## config.mk

```make
export PLATFORM = sky130hd
export DESIGN_NAME = waypoint_reply_parser_unit
export DESIGN_NICKNAME = d
export VERILOG_FILES = /design/src/design/wrp_pkg.sv /design/src/design/wrp_num_scan.sv /design/src/design/waypoint_reply_parser_unit.sv
export SDC_FILE = /design/constraint.sdc
export NUM_CORES = 1
export LEC_CHECK = 0
export BUFFER_PORTS_ARGS = -buffer_cell sky130_fd_sc_hd__buf_2
export CAP_MARGIN = 20
export CORE_UTILIZATION = 55
export CTS_CLUSTER_DIAMETER = 80
export DETAILED_ROUTE_END_ITERATION = 10
export GPL_ROUTABILITY_DRIVEN = 0
export PLACE_DENSITY = 0.73
export REMOVE_ABC_BUFFERS = 1
export SLEW_MARGIN = 20
export SYNTH_ARGS = -nofsm -noshare
export SYNTH_HDL_FRONTEND = slang
export SYNTH_SLANG_ARGS = --single-unit
```

## constraint.sdc

```tcl
create_clock -name i_clk -period 10.76 [get_ports i_clk]
set_input_delay 1.076 -clock i_clk [delete_from_list [all_inputs] [get_ports i_clk]]
set_output_delay 1.076 -clock i_clk [all_outputs]
set_load 0.1 [all_outputs]
```

## src/design/wrp_pkg.sv

```systemverilog
// Package for the waypoint reply parser: word types, command, event and
// character codes, scanner stage codes and the block's fixed limits.
// No dependencies.
`default_nettype none
package wrp_pkg;

    localparam int MAX_WAYPOINTS = 512;
    localparam int LINE_LIMIT    = 256;

    localparam logic [1:0] CMD_START = 2'd0;
    localparam logic [1:0] CMD_BYTE  = 2'd1;
    localparam logic [1:0] CMD_TICK  = 2'd2;

    localparam logic [1:0] EV_COUNT    = 2'd0;
    localparam logic [1:0] EV_WAYPOINT = 2'd1;
    localparam logic [1:0] EV_DONE     = 2'd2;
    localparam logic [1:0] EV_FAIL     = 2'd3;

    localparam logic [1:0] FAIL_TIMEOUT   = 2'd0;
    localparam logic [1:0] FAIL_BAD_BYTE  = 2'd1;
    localparam logic [1:0] FAIL_COUNT_BIG = 2'd2;

    localparam logic [1:0] SC_SKIP   = 2'd0;
    localparam logic [1:0] SC_SIGN   = 2'd1;
    localparam logic [1:0] SC_DIGITS = 2'd2;
    localparam logic [1:0] SC_DONE   = 2'd3;

    localparam logic [7:0] CH_N     = 8'h4E;
    localparam logic [7:0] CH_W     = 8'h57;
    localparam logic [7:0] CH_E     = 8'h45;
    localparam logic [7:0] CH_LF    = 8'h0A;
    localparam logic [7:0] CH_CR    = 8'h0D;
    localparam logic [7:0] CH_SPACE = 8'h20;
    localparam logic [7:0] CH_TAB   = 8'h09;
    localparam logic [7:0] CH_VT    = 8'h0B;
    localparam logic [7:0] CH_FF    = 8'h0C;
    localparam logic [7:0] CH_PLUS  = 8'h2B;
    localparam logic [7:0] CH_MINUS = 8'h2D;
    localparam logic [7:0] CH_ZERO  = 8'h30;
    localparam logic [7:0] CH_NINE  = 8'h39;

    localparam logic [13:0] REPLY_TIMEOUT_RESET = 14'd10000;
    localparam logic [13:0] CHAR_TIMEOUT_RESET  = 14'd1000;

    localparam logic REG_REPLY_TIMEOUT = 1'b0;
    localparam logic REG_CHAR_TIMEOUT  = 1'b1;

    typedef struct packed {
        logic [1:0] command;
        logic [7:0] received_byte;
    } t_in;

    typedef struct packed {
        logic [1:0]         event_kind;
        logic [9:0]         waypoint_count;
        logic [8:0]         waypoint_index;
        logic signed [31:0] latitude;
        logic signed [31:0] longitude;
        logic [1:0]         fail_reason;
    } t_out;

    typedef struct packed {
        logic [31:0] acc;
        logic        neg;
        logic [1:0]  stage;
    } t_num;

endpackage
`default_nettype wire

```

## src/design/wrp_num_scan.sv

```systemverilog
// Decimal number scanner step: folds one character into the running
// number with atol rules. Depends on wrp_pkg.
`default_nettype none
module wrp_num_scan
    import wrp_pkg::*;
(
    input  t_num       i_num,
    input  logic [7:0] i_char,
    output t_num       o_num
);

    logic       is_digit;
    logic       is_space;
    logic       is_sign;
    logic [3:0] digit_val;
    logic [7:0] digit_wide;

    assign is_digit   = (i_char >= CH_ZERO) && (i_char <= CH_NINE);
    assign is_space   = (i_char == CH_SPACE) || (i_char == CH_TAB) ||
                        (i_char == CH_VT) || (i_char == CH_FF);
    assign is_sign    = (i_char == CH_PLUS) || (i_char == CH_MINUS);
    assign digit_wide = i_char - CH_ZERO;
    assign digit_val  = digit_wide[3:0];

    always_comb begin
        o_num = i_num;
        if (i_num.stage == SC_DONE) begin
            o_num = i_num;
        end else if (i_num.stage == SC_SKIP && is_space) begin
            o_num = i_num;
        end else if (i_num.stage == SC_SKIP && is_sign) begin
            o_num.neg   = (i_char == CH_MINUS);
            o_num.stage = SC_SIGN;
        end else if (is_digit) begin
            // times ten as two shifts, wrapping at 32 bits
            o_num.acc   = (i_num.acc << 3) + (i_num.acc << 1) + {28'd0, digit_val};
            o_num.stage = SC_DIGITS;
        end else begin
            o_num.stage = SC_DONE;
        end
    end

endmodule
`default_nettype wire

```

## src/design/waypoint_reply_parser_unit.sv

```systemverilog
// Waypoint reply parser top level: input register, parse state machine,
// result register. Depends on wrp_pkg and wrp_num_scan.
//
// Usage:
//   Input channel (i_in_valid / o_in_stall / i_in) carries one word per
//   command: start, received byte, or one millisecond tick. Output channel
//   (o_out_valid / i_out_stall / o_out) carries count, waypoint, done and
//   failed events; most words cause no event.
//   Configuration channel (i_cfg_valid / o_cfg_ready) writes the reply and
//   character timeouts; it is always ready. The user must use it only while
//   idle; the block does not enforce this. An accepted word's event is
//   registered and presented on o_out. Throughput: one word per cycle
//   while no result is held under i_out_stall; the parse of one word is a
//   single pass through the state update and the times-ten accumulator.
//   Stall: while a result is held under i_out_stall the input register
//   holds its word and o_in_stall rises once that register is full.
//   Reset: synchronous, active low; the parser goes idle, both timeouts
//   return to 10000 and 1000 ticks, and no event is pending.
`default_nettype none
module waypoint_reply_parser_unit
    import wrp_pkg::*;
(
    input  logic        i_clk,
    input  logic        i_rst_n,
    input  logic        i_in_valid,
    output logic        o_in_stall,
    input  t_in         i_in,
    output logic        o_out_valid,
    input  logic        i_out_stall,
    output t_out        o_out,
    input  logic        i_cfg_valid,
    output logic        o_cfg_ready,
    input  logic        i_cfg_index,
    input  logic [13:0] i_cfg_data
);

    localparam logic [2:0] PH_IDLE       = 3'd0;
    localparam logic [2:0] PH_WAIT_N     = 3'd1;
    localparam logic [2:0] PH_COUNT_LINE = 3'd2;
    localparam logic [2:0] PH_WAIT_W     = 3'd3;
    localparam logic [2:0] PH_WAY_LINE   = 3'd4;
    localparam logic [2:0] PH_WAIT_E     = 3'd5;

    localparam logic [7:0]  POS_LAST  = 8'(LINE_LIMIT - 1);
    localparam logic [31:0] COUNT_MAX = 32'(MAX_WAYPOINTS);
    localparam logic [13:0] TICK_SAT  = 14'h3FFF;

    // pipeline registers
    logic        r_in_valid;
    t_in         r_in;
    logic        r_out_valid;
    t_out        r_out;

    // configuration
    logic [13:0] r_reply_to;
    logic [13:0] r_char_to;

    // parse state
    logic [2:0]  r_phase,    n_phase;
    logic [13:0] r_tick,     n_tick;
    logic [7:0]  r_pos,      n_pos;
    t_num        r_num,      n_num;
    logic        r_second,   n_second;
    logic [31:0] r_held,     n_held;
    logic [9:0]  r_exp_cnt,  n_exp_cnt;
    logic [9:0]  r_next_idx, n_next_idx;
    logic        n_res_valid;
    t_out        n_out;

    logic        advance;
    logic        take;
    t_num        num_fed;
    t_num        num_clear;
    logic [31:0] num_val;
    logic [9:0]  idx_inc;
    logic [13:0] tick_inc;
    logic [13:0] limit;
    logic        in_line;
    logic [7:0]  ch;

    assign advance     = !(r_out_valid && i_out_stall);
    assign take        = r_in_valid && advance;
    assign o_in_stall  = r_in_valid && !advance;
    assign o_out_valid = r_out_valid;
    assign o_out       = r_out;
    assign o_cfg_ready = 1'b1;

    assign ch        = r_in.received_byte;
    assign num_clear = '{acc: 32'd0, neg: 1'b0, stage: SC_SKIP};
    assign num_val   = r_num.neg ? (32'd0 - r_num.acc) : r_num.acc;
    assign idx_inc   = r_next_idx + 10'd1;
    assign in_line   = (r_phase == PH_COUNT_LINE) || (r_phase == PH_WAY_LINE);
    assign limit     = in_line ? r_char_to : r_reply_to;
    assign tick_inc  = (r_tick != TICK_SAT) ? (r_tick + 14'd1) : r_tick;

    wrp_num_scan u_num_scan (
        .i_num  (r_num),
        .i_char (ch),
        .o_num  (num_fed)
    );

    always_comb begin
        n_phase     = r_phase;
        n_tick      = r_tick;
        n_pos       = r_pos;
        n_num       = r_num;
        n_second    = r_second;
        n_held      = r_held;
        n_exp_cnt   = r_exp_cnt;
        n_next_idx  = r_next_idx;
        n_res_valid = 1'b0;
        n_out       = '0;

        if (r_in.command == CMD_START) begin
            n_phase    = PH_WAIT_N;
            n_tick     = 14'd0;
            n_exp_cnt  = 10'd0;
            n_next_idx = 10'd0;
            n_pos      = 8'd0;
            n_second   = 1'b0;
            n_held     = 32'd0;
            n_num      = num_clear;
        end else if (r_phase == PH_IDLE || r_phase > PH_WAIT_E) begin
            // drop bytes and ticks while idle
        end else if (r_in.command == CMD_TICK) begin
            n_tick = tick_inc;
            if (tick_inc >= limit) begin
                n_phase           = PH_IDLE;
                n_tick            = 14'd0;
                n_res_valid       = 1'b1;
                n_out.event_kind  = EV_FAIL;
                n_out.fail_reason = FAIL_TIMEOUT;
            end
        end else if (r_in.command == CMD_BYTE) begin
            n_tick = 14'd0;
            case (r_phase)
                PH_WAIT_N, PH_WAIT_W: begin
                    if ((r_phase == PH_WAIT_N && ch != CH_N) ||
                        (r_phase == PH_WAIT_W && ch != CH_W)) begin
                        n_phase           = PH_IDLE;
                        n_res_valid       = 1'b1;
                        n_out.event_kind  = EV_FAIL;
                        n_out.fail_reason = FAIL_BAD_BYTE;
                    end else begin
                        n_phase  = (r_phase == PH_WAIT_N) ? PH_COUNT_LINE : PH_WAY_LINE;
                        n_pos    = 8'd0;
                        n_second = 1'b0;
                        n_held   = 32'd0;
                        n_num    = num_clear;
                    end
                end
                PH_WAIT_E: begin
                    n_phase     = PH_IDLE;
                    n_res_valid = 1'b1;
                    if (ch != CH_E) begin
                        n_out.event_kind  = EV_FAIL;
                        n_out.fail_reason = FAIL_BAD_BYTE;
                    end else begin
                        n_out.event_kind = EV_DONE;
                    end
                end
                default: begin
                    if (ch == CH_LF || ch == CH_CR) begin
                        n_res_valid = 1'b1;
                        if (r_phase == PH_COUNT_LINE) begin
                            if (!num_val[31] && num_val > COUNT_MAX) begin
                                n_phase           = PH_IDLE;
                                n_out.event_kind  = EV_FAIL;
                                n_out.fail_reason = FAIL_COUNT_BIG;
                            end else begin
                                // a negative count reads as zero
                                n_exp_cnt            = num_val[31] ? 10'd0 : num_val[9:0];
                                n_next_idx           = 10'd0;
                                n_phase              = (n_exp_cnt == 10'd0) ? PH_WAIT_E
                                                                            : PH_WAIT_W;
                                n_out.event_kind     = EV_COUNT;
                                n_out.waypoint_count = n_exp_cnt;
                            end
                        end else begin
                            n_out.event_kind     = EV_WAYPOINT;
                            n_out.waypoint_index = r_next_idx[8:0];
                            n_out.latitude       = r_second ? r_held : num_val;
                            n_out.longitude      = r_second ? num_val : 32'd0;
                            n_next_idx           = idx_inc;
                            n_phase              = (idx_inc >= r_exp_cnt) ? PH_WAIT_E
                                                                          : PH_WAIT_W;
                        end
                    end else if (r_pos < POS_LAST) begin
                        // the first kept byte of a line is dropped
                        if (r_pos != 8'd0) begin
                            if (r_phase == PH_WAY_LINE && !r_second && ch == CH_SPACE) begin
                                n_held   = num_val;
                                n_second = 1'b1;
                                n_num    = num_clear;
                            end else begin
                                n_num = num_fed;
                            end
                        end
                        n_pos = r_pos + 8'd1;
                    end
                end
            endcase
        end
    end

    always_ff @(posedge i_clk) begin
        if (!i_rst_n) begin
            r_in_valid  <= 1'b0;
            r_out_valid <= 1'b0;
            r_reply_to  <= REPLY_TIMEOUT_RESET;
            r_char_to   <= CHAR_TIMEOUT_RESET;
            r_phase     <= PH_IDLE;
            r_tick      <= 14'd0;
            r_pos       <= 8'd0;
            r_num       <= '{acc: 32'd0, neg: 1'b0, stage: SC_SKIP};
            r_second    <= 1'b0;
            r_held      <= 32'd0;
            r_exp_cnt   <= 10'd0;
            r_next_idx  <= 10'd0;
        end else begin
            if (i_cfg_valid && o_cfg_ready) begin
                if (i_cfg_index == REG_REPLY_TIMEOUT) begin
                    r_reply_to <= i_cfg_data;
                end else if (i_cfg_index == REG_CHAR_TIMEOUT) begin
                    r_char_to <= i_cfg_data;
                end
            end
            if (!o_in_stall) begin
                r_in_valid <= i_in_valid;
            end
            if (advance) begin
                r_out_valid <= take && n_res_valid;
            end
            if (take) begin
                r_phase    <= n_phase;
                r_tick     <= n_tick;
                r_pos      <= n_pos;
                r_num      <= n_num;
                r_second   <= n_second;
                r_held     <= n_held;
                r_exp_cnt  <= n_exp_cnt;
                r_next_idx <= n_next_idx;
            end
        end
    end

    // payload registers: load without reset
    always_ff @(posedge i_clk) begin
        if (!o_in_stall) begin
            r_in <= i_in;
        end
        if (take && n_res_valid) begin
            r_out <= n_out;
        end
    end

    a_end_goes_idle: assert property (@(posedge i_clk) disable iff (!i_rst_n)
        take && n_res_valid && (n_out.event_kind == EV_FAIL || n_out.event_kind == EV_DONE)
        |=> r_phase == PH_IDLE)
        else $error("phase not idle after done or failed event");

    a_stall_only_full: assert property (@(posedge i_clk) disable iff (!i_rst_n)
        o_in_stall |-> r_in_valid && r_out_valid && i_out_stall)
        else $error("input stalled without a held result");

    a_index_bound: assert property (@(posedge i_clk) disable iff (!i_rst_n)
        take && n_res_valid && n_out.event_kind == EV_WAYPOINT
        |=> r_next_idx <= r_exp_cnt)
        else $error("waypoint index ran past announced count");

endmodule
`default_nettype wire

```

; ---- Word level (Yosys, flattened, before mapping)
; Index checks and enable logic that the tools add are counted.
[op_classes]
bitwise_logic = 5
mux = 111
order_cmp = 7
n_eq_ne = 32
addsub = 7
n_reduce_logical = 56
[op_table]
columns = operator, count
row1 = $mux 32, 14
row2 = $mux 35, 11
row3 = $mux 10, 19
row4 = $mux 87, 2
row5 = $mux 14, 7
row6 = $mux 83, 1
row7 = $mux 73, 1
row8 = $pmux 35 s2, 1
row9 = $pmux 32 s2, 1
row10 = $mux 8, 7
row11 = $eq 8x4->1 const B, 5
row12 = $mux 3, 12
row13 = $add 32x32->32, 1
row14 = $add 32x4->32, 1
row15 = $gt 32x10->1 const B, 1
row16 = $sub 1x32->32 const A, 1
row17 = $eq 8x6->1 const B, 3
row18 = $ne 8x7->1 const B, 3
row19 = $mux 1, 21
row20 = $reduce_or 10->1, 2
row21 = $mux 2, 8
row22 = $pmux 8 s2, 1
row23 = $reduce_and 8->1, 2
row24 = $add 14x1->14 const B, 1
row25 = 47 further kinds, 92
[word_totals]
regBits = 240
word_cells = 240

; ---- Depth between registers and ports, before layout
; Gate-level depths: netlist of the first run.
[depth]
ltp_word = 16
mapped_depth = 18

; ---- By module
; Synthesis of the first run repeated with hierarchy kept, for this count alone.
[unflattened]
hier_cells = 1687
hier_area_um2 = 14338.8
[by_module_without_submodules]
columns = mod, seq_area_each_um2, cells_per_inst, instances, area_each_um2
row1 = waypoint_reply_parser_unit, 5775.5, 1333, 1, 11896.4
row2 = wrp_num_scan, 0.0, 354, 1, 2442.3

; ---- Least setup slack after synthesis of the first run
; Ideal clock, no wire load.
[synth_path]
path_type = register -> register
startpoint = register r_tick[0]
endpoint = register r_out (netlist bit o_out[0]) (enable)
period_less_slack_ns = 7.362
path_stages_with_launch = 16
required_time_ns = 10.227
arrival_time_ns = 6.829
path_slack_ns = 3.398
n_path_buf = 0
path_cell_list = dfxtp_1 > ha_1 > nand2_1 > nor2_1 > and3_1 > nand2_1 > or4b_2 > xnor2_1 > ha_1 > and4_1 > o211ai_1 > a211oi_1 > a21oi_1 > o21ai_0 > nand2_1 > nor2_1
[synth_between]
elab_chain_cells = 8
word_cells_on_any_way = 9
classes_between = 1 x add/sub / 1 x order compare / 1 x eq/ne / 5 x mux / 1 x reduce/logical
[synth_rtl]
columns = element, line
row1 = start: declaration, waypoint_reply_parser_unit.sv:60  ; logic [13:0] r_tick, n_tick;
row2 = start signal: assignment, waypoint_reply_parser_unit.sv:236  ; r_tick <= n_tick;
row3 = $add 14x1->14 / $ne 14x14->1 (equally long branches), waypoint_reply_parser_unit.sv:94  ; assign tick_inc = (r_tick != TICK_SAT) ? (r_tick + 14'd1) : r_tick;
row4 = $mux 14 *, waypoint_reply_parser_unit.sv:94
row5 = $ge 14x14->1 *, waypoint_reply_parser_unit.sv:127  ; if (tick_inc >= limit) begin
row6 = $mux 1 *, waypoint_reply_parser_unit.sv:127
row7 = $mux 1 *, waypoint_reply_parser_unit.sv:125  ; end else if (r_in.command == CMD_TICK) begin
row8 = $mux 1 *, waypoint_reply_parser_unit.sv:123  ; end else if (r_phase == PH_IDLE || r_phase > PH_WAIT_E) begin
row9 = $mux 1 *, waypoint_reply_parser_unit.sv:114  ; if (r_in.command == CMD_START) begin
row10 = $logic_and 1x1->1 *, waypoint_reply_parser_unit.sv:252  ; if (take && n_res_valid) begin
row11 = end signal: assignment, waypoint_reply_parser_unit.sv:253  ; r_out <= n_out;
row12 = end: declaration, waypoint_reply_parser_unit.sv:52  ; t_out r_out;
; Mark *: on every way between the ends. The rest lies on a longest branch, timed or not.
; A chain may end at the register's enable or synchronous reset.

; ---- Final worst setup path of the first run
[layout_path]
startpoint = register r_tick[0]
endpoint = register r_out (netlist bit o_out[55]) (enable)
; The elaborated chain is that of the path after synthesis.

==> results of run 1 <==
registers in the layout, summed over array words and instances, names as in the netlist, 10 cells and up:
signal / count
r_next_idx: 10
r_num: 35
r_char_to: 14
r_tick: 14
r_held: 32
o_out: 87
r_exp_cnt: 10
r_reply_to: 14
kinds of logic (layout without fill, tap and decap cells):
group	Yosys count	count (layout)
AOI/OAI and AO/OA	358	358
DFF	240	240
xor gates and xnor gates	82	82
adders and majority gates	89	89
other	1	1
buffers and inverters	132	226
and+or+nand+nor	583	583
muxes	24	24
worst paths after layout:
kind                             start                   endpoint  slack (ns)
max             r_tick[0]$_SDFFE_PN0P_    o_out[55]$_SDFFCE_PP0P_        5.50
min          r_char_to[1]$_SDFFE_PN0P_  r_char_to[1]$_SDFFE_PN0P_        0.46
max reg2reg     r_tick[0]$_SDFFE_PN0P_    o_out[55]$_SDFFCE_PP0P_        5.50
min reg2reg  r_char_to[1]$_SDFFE_PN0P_  r_char_to[1]$_SDFFE_PN0P_        0.46
cell usage in the layout (no fill, tap or decap), drive strengths merged, types with 12 or more instances in the layout:
cell / n
nor4: 17
a21oi: 110
xor2: 40
xnor2: 42
or2: 12
dfxtp: 143
edfxtp: 97
a21boi: 22
clkbuf: 36
mux2i: 22
a32o: 12
nor2: 157
nand2: 150
a22o: 12
a21o: 15
buf: 132
ha: 87
nand4: 14
o21ai: 73
inv: 47
nand3: 43
o31ai: 13
nor2b: 39
nand2b: 14
and2: 31
nor3: 52
and3: 13
or3: 18
area by class of cell:
| type | instances | area share |
|---|---|---|
| multi-input combinational | 1137 | 0.479 |
| inverter | 47 | 0.0115 |
| timing repair buffer | 132 | 0.0454 |
| clock buffer | 36 | 0.0503 |
| sequential | 240 | 0.377 |
| tap | 324 | 0.0265 |
| clock inverter | 11 | 0.00981 |
stage by stage:
| stage | instances | utilization | instance area (sq um) | total power (W) | worst slack (ns) |
|---|---|---|---|---|---|
| detailed placement | 1880 | 0.592 | 14400 | 0.00104 | 5.53 |
| CTS | 1927 | 0.630 | 15300 | 0.00197 | 5.51 |
| global route | 1927 | 0.630 | 15300 | 0.00201 | 4.99 |
| floorplan | 1424 | - | 13300 | 0.00101 | 3.24 |
| finish | 1927 | 0.630 | 15300 | 0.00195 | 5.50 |
| global placement | 1880 | 0.592 | 14400 | 0.00103 | 5.61 |
per-layer routing:
layer	vias up	GRT usage	wire length [um]
met5	-	0	0
met4	0	0.0555	497
met3	36	0.0313	1540
met2	306	0.383	13800
met1	5326	0.348	14900
li1	5588	-	-
cells in the mapped netlist, types with 15 or more instances:
cell type | count | area (sq um)
edfxtp_1 | 97 | 2910
or3_1 | 17 | 106
dfxtp_1 | 143 | 2860
nor4_1 | 15 | 93.8
nand3_1 | 43 | 215
a21boi_0 | 22 | 165
o21ai_0 | 71 | 355
and2_1 | 30 | 188
a21o_1 | 15 | 113
inv_1 | 47 | 176
xnor2_1 | 42 | 368
a21oi_1 | 110 | 551
clkbuf_1 | 67 | 251
nand2_1 | 149 | 559
nor2b_1 | 39 | 244
nor2_1 | 156 | 586
ha_1 | 87 | 1090
xor2_1 | 40 | 350
mux2i_1 | 22 | 220
nor3_1 | 52 | 260
worst register-to-register path, cell delays in order (launching register included):
cell and delay [ns]:
dfxtp_1 0.35, ha_1 0.28, nand2_1 0.11, nor2_1 0.08, and3_1 0.18, nand2_1 0.34, or4b_2 0.64, xnor2_1 0.17
ha_1 0.28, and4_1 0.20, o211ai_1 0.11, a211oi_1 0.31, a21oi_1 0.12, buf_4 0.18, o21ai_0 0.31, nand2_1 0.15
nor2_4 0.24, buf_4 0.76
power by group:
part	internal (W)	leakage, nW	switching, W	total (W)
Sequential	0.000948	2.07	0.00000856	0.000957
Combinational	0.0000213	3.54	0.0000383	0.0000596
Clock	0.000572	0.440	0.000366	0.000938
Total	0.00154	6.05	0.000413	0.00195
==> run_results.csv, run 1 <==
group,metric,value,unit
status,status,"finished, final reports clean",
worst_setup_path,crit_type,"reg2reg",
logic_synthesis,synth_top_family_by_area,"simple AND/OR/NAND/NOR gates",
global_routing,grt_max_degree,80,
worst_setup_path,worst-path-stages,17,
clocking,root_buffer,"clkbuf_16",
global_routing,grt_usage,0.241,
worst_setup_path,critPathMostFrequentCell,"nand2_1",
floorplan,start_util,0.560,
clocking,clockBufferDepth,3,
clocking,cts.sinks,240,
worst_setup_path,path_cells,"ha_1 -> nand2_1 -> nor2_1 -> and3_1 -> nand2_1 -> or4b_2 -> xnor2_1 -> ha_1 -> and4_1 -> o211ai_1 -> a211oi_1 -> a21oi_1 -> buf_4 -> o21ai_0 -> nand2_1 -> nor2_4 -> buf_4",
logic_synthesis,synth-xor-area-share,0.0527,
worst_setup_path,cp_slowest_stage_delay,0.76,ns
global_routing,grt_antenna_before_repair,0,
detailed_routing,dr_total_vias,11300,
pwr,power_leakage,6.05,nW
clocking,cts_resized,0,
logic_synthesis,synth_fa_ha_area_frac,0.0828,
clocking,cts_buffers,26,
timing,timing.fmax,190,MHz
pwr,vdd_drop_max,0.122,mV
logic_synthesis,synthesis.area,0.0136,sq mm
timing,fin_skew,0.0183,ns
worst_setup_path,path_delay_family,"simple AND/OR/NAND/NOR gates",
detailed_routing,drc_errors,0,
placement,portBuffers,118,
run,cap_violations,0,
logic_synthesis,synth_warnings,0,
floorplan,coreArea,0.0243,sq mm
timing,slew_headroom,0.262,
pwr,power_density,128,mW/mm^2
logic_synthesis,synth.area.mux_share,0.0178,
finish,final_nets,1703,
logic_synthesis,synth-main-ff-cell,"dfxtp_1",
finish,multi_input_area,0.00734,sq mm
finish,n_fill_cell,2038,
logic_synthesis,async_reset_ff_frac,0,
finish,diodes,0,
global_routing,grt_overflow,0,
timing,worstMarginPinSlew,1.10,ns
timing,fin_tns_setup,0,ns
clocking,clk_pin_slew_worst_paths,0.06,ns
detailed_routing,ant_nets,0,
hold_path,hold_path.class,"reg2reg",
floorplan,num_io_pins,120,
logic_synthesis,synth_cells,1509,
clocking,post_cts_buffers,0,
logic_synthesis,syn_area_per_cell,9.03,sq um
detailed_routing,vias_per_cell,5.84,
global_routing,grt_pass1_vias,10300,
finish,drive_above_1_share,0.132,
worst_setup_path,worst_setup_path_end_kind,"flop",
worst_setup_path,crit_slowest_cell,"buf_4",
timing,hold_violations,0,
timing,period_needed,5.26,ns
detailed_routing,first_pass_iters,5,
floorplan,dieArea,0.0254,sq mm
clocking,cts_tree,"yes",
finish,seq_area,0.00578,sq mm
worst_setup_path,startpoint_type,"flop",
hold_path,hold_depth,2,
floorplan,die_w,159,um
global_routing,grt_pass1_wl,51200,um
floorplan,dieHeight,159,um
logic_synthesis,synth_edf_count,97,
worst_setup_path,r2r_cells,17,
detailed_routing,drt_iter0_markers,886,
logic_synthesis,ys_seq_elements,240,
logic_synthesis,yosysSeqAreaShare,0.424,
worst_setup_path,worstPathMaxFanout,79,
timing,hold_slack,0.462,ns
floorplan,rows,57,
clocking,clk_latency,0.54,ns
clocking,holdBufCountCts,0,
logic_synthesis,synth-compound-area-share,0.174,
timing,slew_violations,0,
timing,rsz0062_at_grt,"false",
finish,syn_to_final_growth,12.4,%
detailed_routing,drt-wirelength-per-cell,15.9,um
timing,finalSetupViolations,0,
worst_setup_path,crit_arrival,5.42,ns
timing,post-route-period-util,0.489,
worst_setup_path,critPathRequiredTime,10.92,ns
logic_synthesis,synthSimpleGateAreaFrac,0.210,
worst_setup_path,path_buf_inv,2,
logic_synthesis,ys_types,81,
placement,hpwl,21400,um
clocking,htreeDepth,1,
detailed_routing,routed_wl,30700,um
Power figures use the tool's default switching activity.
==> run 2, diff against run 1 <==
- clock period: 10.76 -> 5.5 ns (I/O delays scaled with it)
==> run 2 against run 1 <==
Clock skew fell by 0.00087 ns; cell count rose by 0.88%; count of clock-buffer cells in the layout fell by 4; design area rose by 0.67%; power rose by 93%; combinational power rose by 96%; sequential share of layout area fell by 0.25 points; wire length rose by 1.0%; worst hold slack got worse by 0.27 ns; clock power rose by 91%; first-iteration DRC count fell by 5.6%; critical endpoint is now o_out[16]$_SDFFCE_PP0P_.
==> run_results.csv, run 2 (synthesis results as in run 1) <==
group,metric,value,unit
pwr,p_total,0.00378,W
timing,fin_tns_setup,0,ns
pwr,power_density,245,mW/mm^2
status,status,"finished, final reports clean",
detailed_routing,drc_errors,0,
clocking,cts.sinks,240,
finish,final_common_cell,"nor2_1",
clocking,post_cts_buffers,0,
finish,n_fill_cell,2011,
floorplan,rows,57,
timing,hold_violations,0,
detailed_routing,routed_wl,31000,um
floorplan,num_io_pins,120,
run,cap_violations,0,
finish,multi_input_area,0.00734,sq mm
finish,diodes,0,
timing,worstMarginPinSlew,1.03,ns
pwr,vdd_drop_max,0.237,mV
finish,syn_to_final_growth,13.1,%
timing,fin_skew,0.0174,ns
clocking,holdBufCountCts,0,
placement,hpwl,22200,um
timing,slew_violations,0,
global_routing,grt_usage,0.242,
finish,final_nets,1718,
floorplan,dieHeight,159,um
floorplan,start_util,0.560,
floorplan,dieArea,0.0254,sq mm
worst_setup_path,reg2reg_slack,0.70,ns
placement,dpl_cell_area,0.0145,sq mm
finish,seq_area,0.00578,sq mm
detailed_routing,drt-wirelength-per-cell,16.0,um
detailed_routing,ant_nets,0,
timing,post-route-period-util,0.873,
clocking,cts_tree,"yes",
timing,timing.fmax,208,MHz
floorplan,coreArea,0.0243,sq mm
global_routing,grt_max_degree,66,
clocking,clockBufferDepth,3,
detailed_routing,drt_iter0_markers,836,
placement,dpl_worst_slack,0.747,ns
global_routing,grt_antenna_before_repair,0,
timing,period_needed,4.80,ns
detailed_routing,first_pass_iters,5,
clocking,clk_pin_slew_worst_paths,0.06,ns
worst_setup_path,startpoint_type,"flop",
pwr,power_leakage,6.12,nW
timing,slew_headroom,0.309,
timing,hold_slack,0.188,ns
global_routing,grt_pass1_wl,51500,um
clocking,cts_resized,0,
global_routing,grt_pass1_vias,10300,
detailed_routing,dr_total_vias,11200,
placement,portBuffers,118,
hold_path,hold_path.class,"in2reg",
timing,rsz0062_at_grt,"false",
worst_setup_path,crit_arrival,5.04,ns
global_routing,grt_overflow,0,
worst_setup_path,worstPathMaxFanout,28,
finish,design_area,0.0154,sq mm
finish,drive_above_1_share,0.140,
clocking,clk_latency,0.54,ns
clocking,htreeDepth,1,
finish,largest_reg_flops,87,
worst_setup_path,worst_setup_path_end_kind,"flop",
detailed_routing,vias_per_cell,5.75,
clocking,cts_buffers,27,
timing,fin_ws,0.696,ns
finish,mostFrequentLayoutCells,"nor2_1, nand2_1, dfxtp_1",
clocking,root_buffer,"clkbuf_16",
worst_setup_path,crit_type,"reg2reg",
floorplan,die_w,159,um
timing,finalSetupViolations,0,
worst_setup_path,critPathRequiredTime,5.74,ns
## run 2: cell count changes in the layout (fill, tap and decap cells not counted)
| cell | delta |
|---|---|
| inv_6 | +2 |
| buf_12 | +2 |
| clkbuf_1 | +2 |
| clkinv_2 | +4 |
| buf_4 | +12 |
| clkinv_4 | +2 |
| clkinvlp_4 | -1 |
| clkbuf_8 | -6 |
## run 2: area by class of cell
| class | count | share of cell area |
|---|---|---|
| clock inverters | 18 | 0.0128 |
| inverters | 47 | 0.0114 |
| multi-input cells | 1137 | 0.476 |
| flip-flops and latches | 240 | 0.375 |
| repair buffers | 146 | 0.0536 |
| well taps | 324 | 0.0263 |
| clock buffers | 32 | 0.0451 |
## run 2: power by group
group / internal [W] / switching, W
Clock: 0.00105 / 0.000735
Combinational: 0.0000419 / 0.0000755
Sequential: 0.00185 / 0.0000170
Total: 0.00295 / 0.000827
## run 2: worst paths after layout
check | start | endpoint | cells after the start
setup / recovery | r_tick[0]$_SDFFE_PN0P_ | o_out[16]$_SDFFCE_PP0P_ | 17
hold reg to reg | r_char_to[11]$_SDFFE_PN0P_ | r_char_to[11]$_SDFFE_PN0P_ | 2
hold / removal | i_in[7] | ch[7]$_DFFE_PN_ | 1
setup reg to reg | r_tick[0]$_SDFFE_PN0P_ | o_out[16]$_SDFFCE_PP0P_ | 17
## run 2: worst max-delay path, cell delays in order, from the launching register on
cell and delay (ns):
dfxtp_1 0.35, ha_1 0.29, nand2_1 0.11, nor2_1 0.08
and3_1 0.19, nand2_1 0.07, buf_4 0.19, or4b_2 0.61
xnor2_1 0.18, ha_1 0.28, and4_1 0.20, o211ai_1 0.10
a211oi_1 0.29, a21oi_1 0.18, o21ai_0 0.40, nand2_1 0.16
nor2_4 0.51, buf_12 0.27
## run 2: per-stage QoR
| step | utilization | cells |
|---|---|---|
| after floorplan | - | 1424 |
| final | 0.634 | 1944 |
| after global routing | 0.634 | 1944 |
| after CTS | 0.633 | 1943 |
| after global placement | 0.597 | 1893 |
| after detailed placement | 0.597 | 1893 |
## run 2: layer usage
layer	vias up	routed length, um	track usage
met3	46	1650	0.0336
li1	5619	-	-
met5	-	0	0
met4	0	716	0.0747
met1	5209	14800	0.345
met2	301	13900	0.380
==> run 3, diff against run 2 <==
- BUFFER_PORTS_ARGS: -buffer_cell sky130_fd_sc_hd__buf_2 -> default
- DONT_BUFFER_PORTS: default -> 1
- PLACE_DENSITY: 0.73 -> 0.69
- SKIP_LAST_GASP: default -> 1
==> run 3 against run 2 <==
Clock skew fell by 0.0036 ns; non-clock buffer count is 129 lower; power up 1.1%; via count down 2.9%; sequential power barely moved; cell count shrank 6.5%; critical endpoint is now o_out[64]$_SDFFCE_PP0P_; wire length rose by 2.2%; design area shrank 4.2%.
==> run_results.csv, run 3 (synthesis results as in run 1) <==
group,metric,value,unit
detailed_routing,ant_nets,0,
worst_setup_path,crit_type,"reg2reg",
finish,drive_above_1_share,0.0657,
floorplan,coreArea,0.0243,sq mm
pwr,p_total,0.00382,W
timing,slew_headroom,0.303,
clocking,clk_pin_slew_worst_paths,0.06,ns
clocking,clockBufferDepth,3,
global_routing,grt_pass1_vias,10100,
finish,layout.cells.non_filler,1817,
finish,multi_input_area,0.00734,sq mm
global_routing,grt_max_degree,102,
clocking,cts_resized,0,
floorplan,dieHeight,159,um
status,status,"finished, final reports clean",
global_routing,grt_pass1_wl,52300,um
floorplan,die_w,159,um
run,cap_violations,0,
timing,post-route-period-util,0.913,
pwr,seqPwrFrac,0.491,
finish,n_fill_cell,2055,
clocking,post_cts_buffers,0,
finish,final_common_cell,"nor2_1",
placement,hpwl,21700,um
timing,finalSetupViolations,0,
finish,seq_area,0.00578,sq mm
timing,worstMarginPinSlew,1.04,ns
pwr,p_clk_frac,0.486,
floorplan,dieArea,0.0254,sq mm
pwr,vdd_drop_max,0.238,mV
floorplan,num_io_pins,120,
global_routing,grt_antenna_before_repair,2,
global_routing,grt_usage,0.248,
timing,slew_violations,0,
finish,design_area,0.0148,sq mm
finish,largest_reg_flops,87,
placement,portBuffers,0,
detailed_routing,routed_wl,31700,um
detailed_routing,drc_errors,0,
clocking,holdBufCountCts,0,
hold_path,hold_path.class,"in2reg",
clocking,cts.sinks,240,
timing,period_needed,5.02,ns
floorplan,rows,57,
global_routing,grt_overflow,0,
timing,hold_violations,0,
worst_setup_path,critPathRequiredTime,5.74,ns
detailed_routing,drt_iter0_markers,1075,
detailed_routing,vias_per_cell,5.97,
clocking,cts_tree,"yes",
clocking,root_buffer,"clkbuf_16",
detailed_routing,drt-wirelength-per-cell,17.5,um
pwr,power_density,258,mW/mm^2
finish,syn_to_final_growth,8.41,%
timing,timing.fmax,199,MHz
timing,fin_skew,0.0138,ns
worst_setup_path,worstPathMaxFanout,31,
floorplan,start_util,0.560,
clocking,clk_latency,0.54,ns
pwr,intPower,0.00301,W
placement,placed_cells,1765,
worst_setup_path,worst_setup_path_end_kind,"flop",
worst_setup_path,startpoint_type,"flop",
placement,dpl_cell_area,0.0138,sq mm
pwr,switching_share,0.212,
detailed_routing,dr_total_vias,10900,
finish,mostFrequentLayoutCells,"nor2_1, nand2_1, dfxtp_1",
detailed_routing,first_pass_iters,6,
worst_setup_path,crit_arrival,5.26,ns
timing,rsz0062_at_grt,"false",
pwr,comb_power_share,0.024,
finish,final_nets,1589,
pwr,p_switching,0.000811,W
clocking,cts_buffers,27,
pwr,power_leakage,5.61,nW
clocking,htreeDepth,1,
-- run 3: path summary, 6_finish.rpt --
check	end	from	slack (ns)	cells after the start
worst min-delay path	r_reply_to[10]$_SDFFE_PN1P_	i_rst_n	0.1	1
worst max register to register	o_out[64]$_SDFFCE_PP0P_	r_tick[0]$_SDFFE_PN0P_	0.48	16
worst min register to register	r_reply_to[0]$_SDFFE_PN0P_	r_reply_to[0]$_SDFFE_PN0P_	0.46	2
worst max-delay path	o_out[64]$_SDFFCE_PP0P_	r_tick[0]$_SDFFE_PN0P_	0.48	16
-- run 3: power by group through the flow --
stage | clock network (W) | registers [W] | logic [W]
after detailed placement | 0 | 0.00191 | 0.0000908
after global routing | 0.00195 | 0.00187 | 0.000102
after CTS | 0.00188 | 0.00187 | 0.0000916
final | 0.00185 | 0.00187 | 0.0000916
after global placement | 0 | 0.00191 | 0.0000896
after floorplan | 0 | 0.00191 | 0.0000688
-- run 3: worst max-delay path: stages, from the launching register on --
cell	delay (ns)
dfxtp_1	0.35
ha_1	0.29
nand2_1	0.11
nor2_1	0.08
and3_1	0.18
nand2_1	0.37
or4b_2	0.64
xnor2_1	0.17
ha_1	0.28
and4_1	0.20
o211ai_1	0.09
a211oi_1	0.30
a21oi_1	0.17
o21ai_0	0.45
nand2_1	0.17
nor2_4	0.53
buf_12	0.29
-- run 3: area by class of cell --
type,instances,share of cell area
well taps,324,0.0274
repair buffers,17,0.0103
diodes,2,0.000339
clock inverters,16,0.0129
clock buffers,34,0.0489
inverters,47,0.0119
flip-flops and latches,240,0.391
multi-input cells,1137,0.497
-- run 3: metal layers --
layer | GRT usage | up-vias | part of all wire | routed length, um
met3 | 0.0375 | 42 | 0.064 | 2040
met5 | 0 | - | 0 | 0
met4 | 0.0673 | 0 | 0.019 | 611
li1 | - | 5370 | - | -
met1 | 0.347 | 5094 | 0.47 | 14800
met2 | 0.399 | 345 | 0.45 | 14200
-- run 3: per-stage QoR --
stage	hold WS [ns]	utilization	worst slack, ns	setup TNS (ns)
after floorplan	0.438	-	-2.02	-175.87
after global placement	0.448	0.569	0.686	0
after detailed placement	0.455	0.569	0.577	0
after CTS	0.0753	0.607	0.535	0
after global routing	0.0844	0.607	0.161	0
final	0.0973	0.607	0.478	0
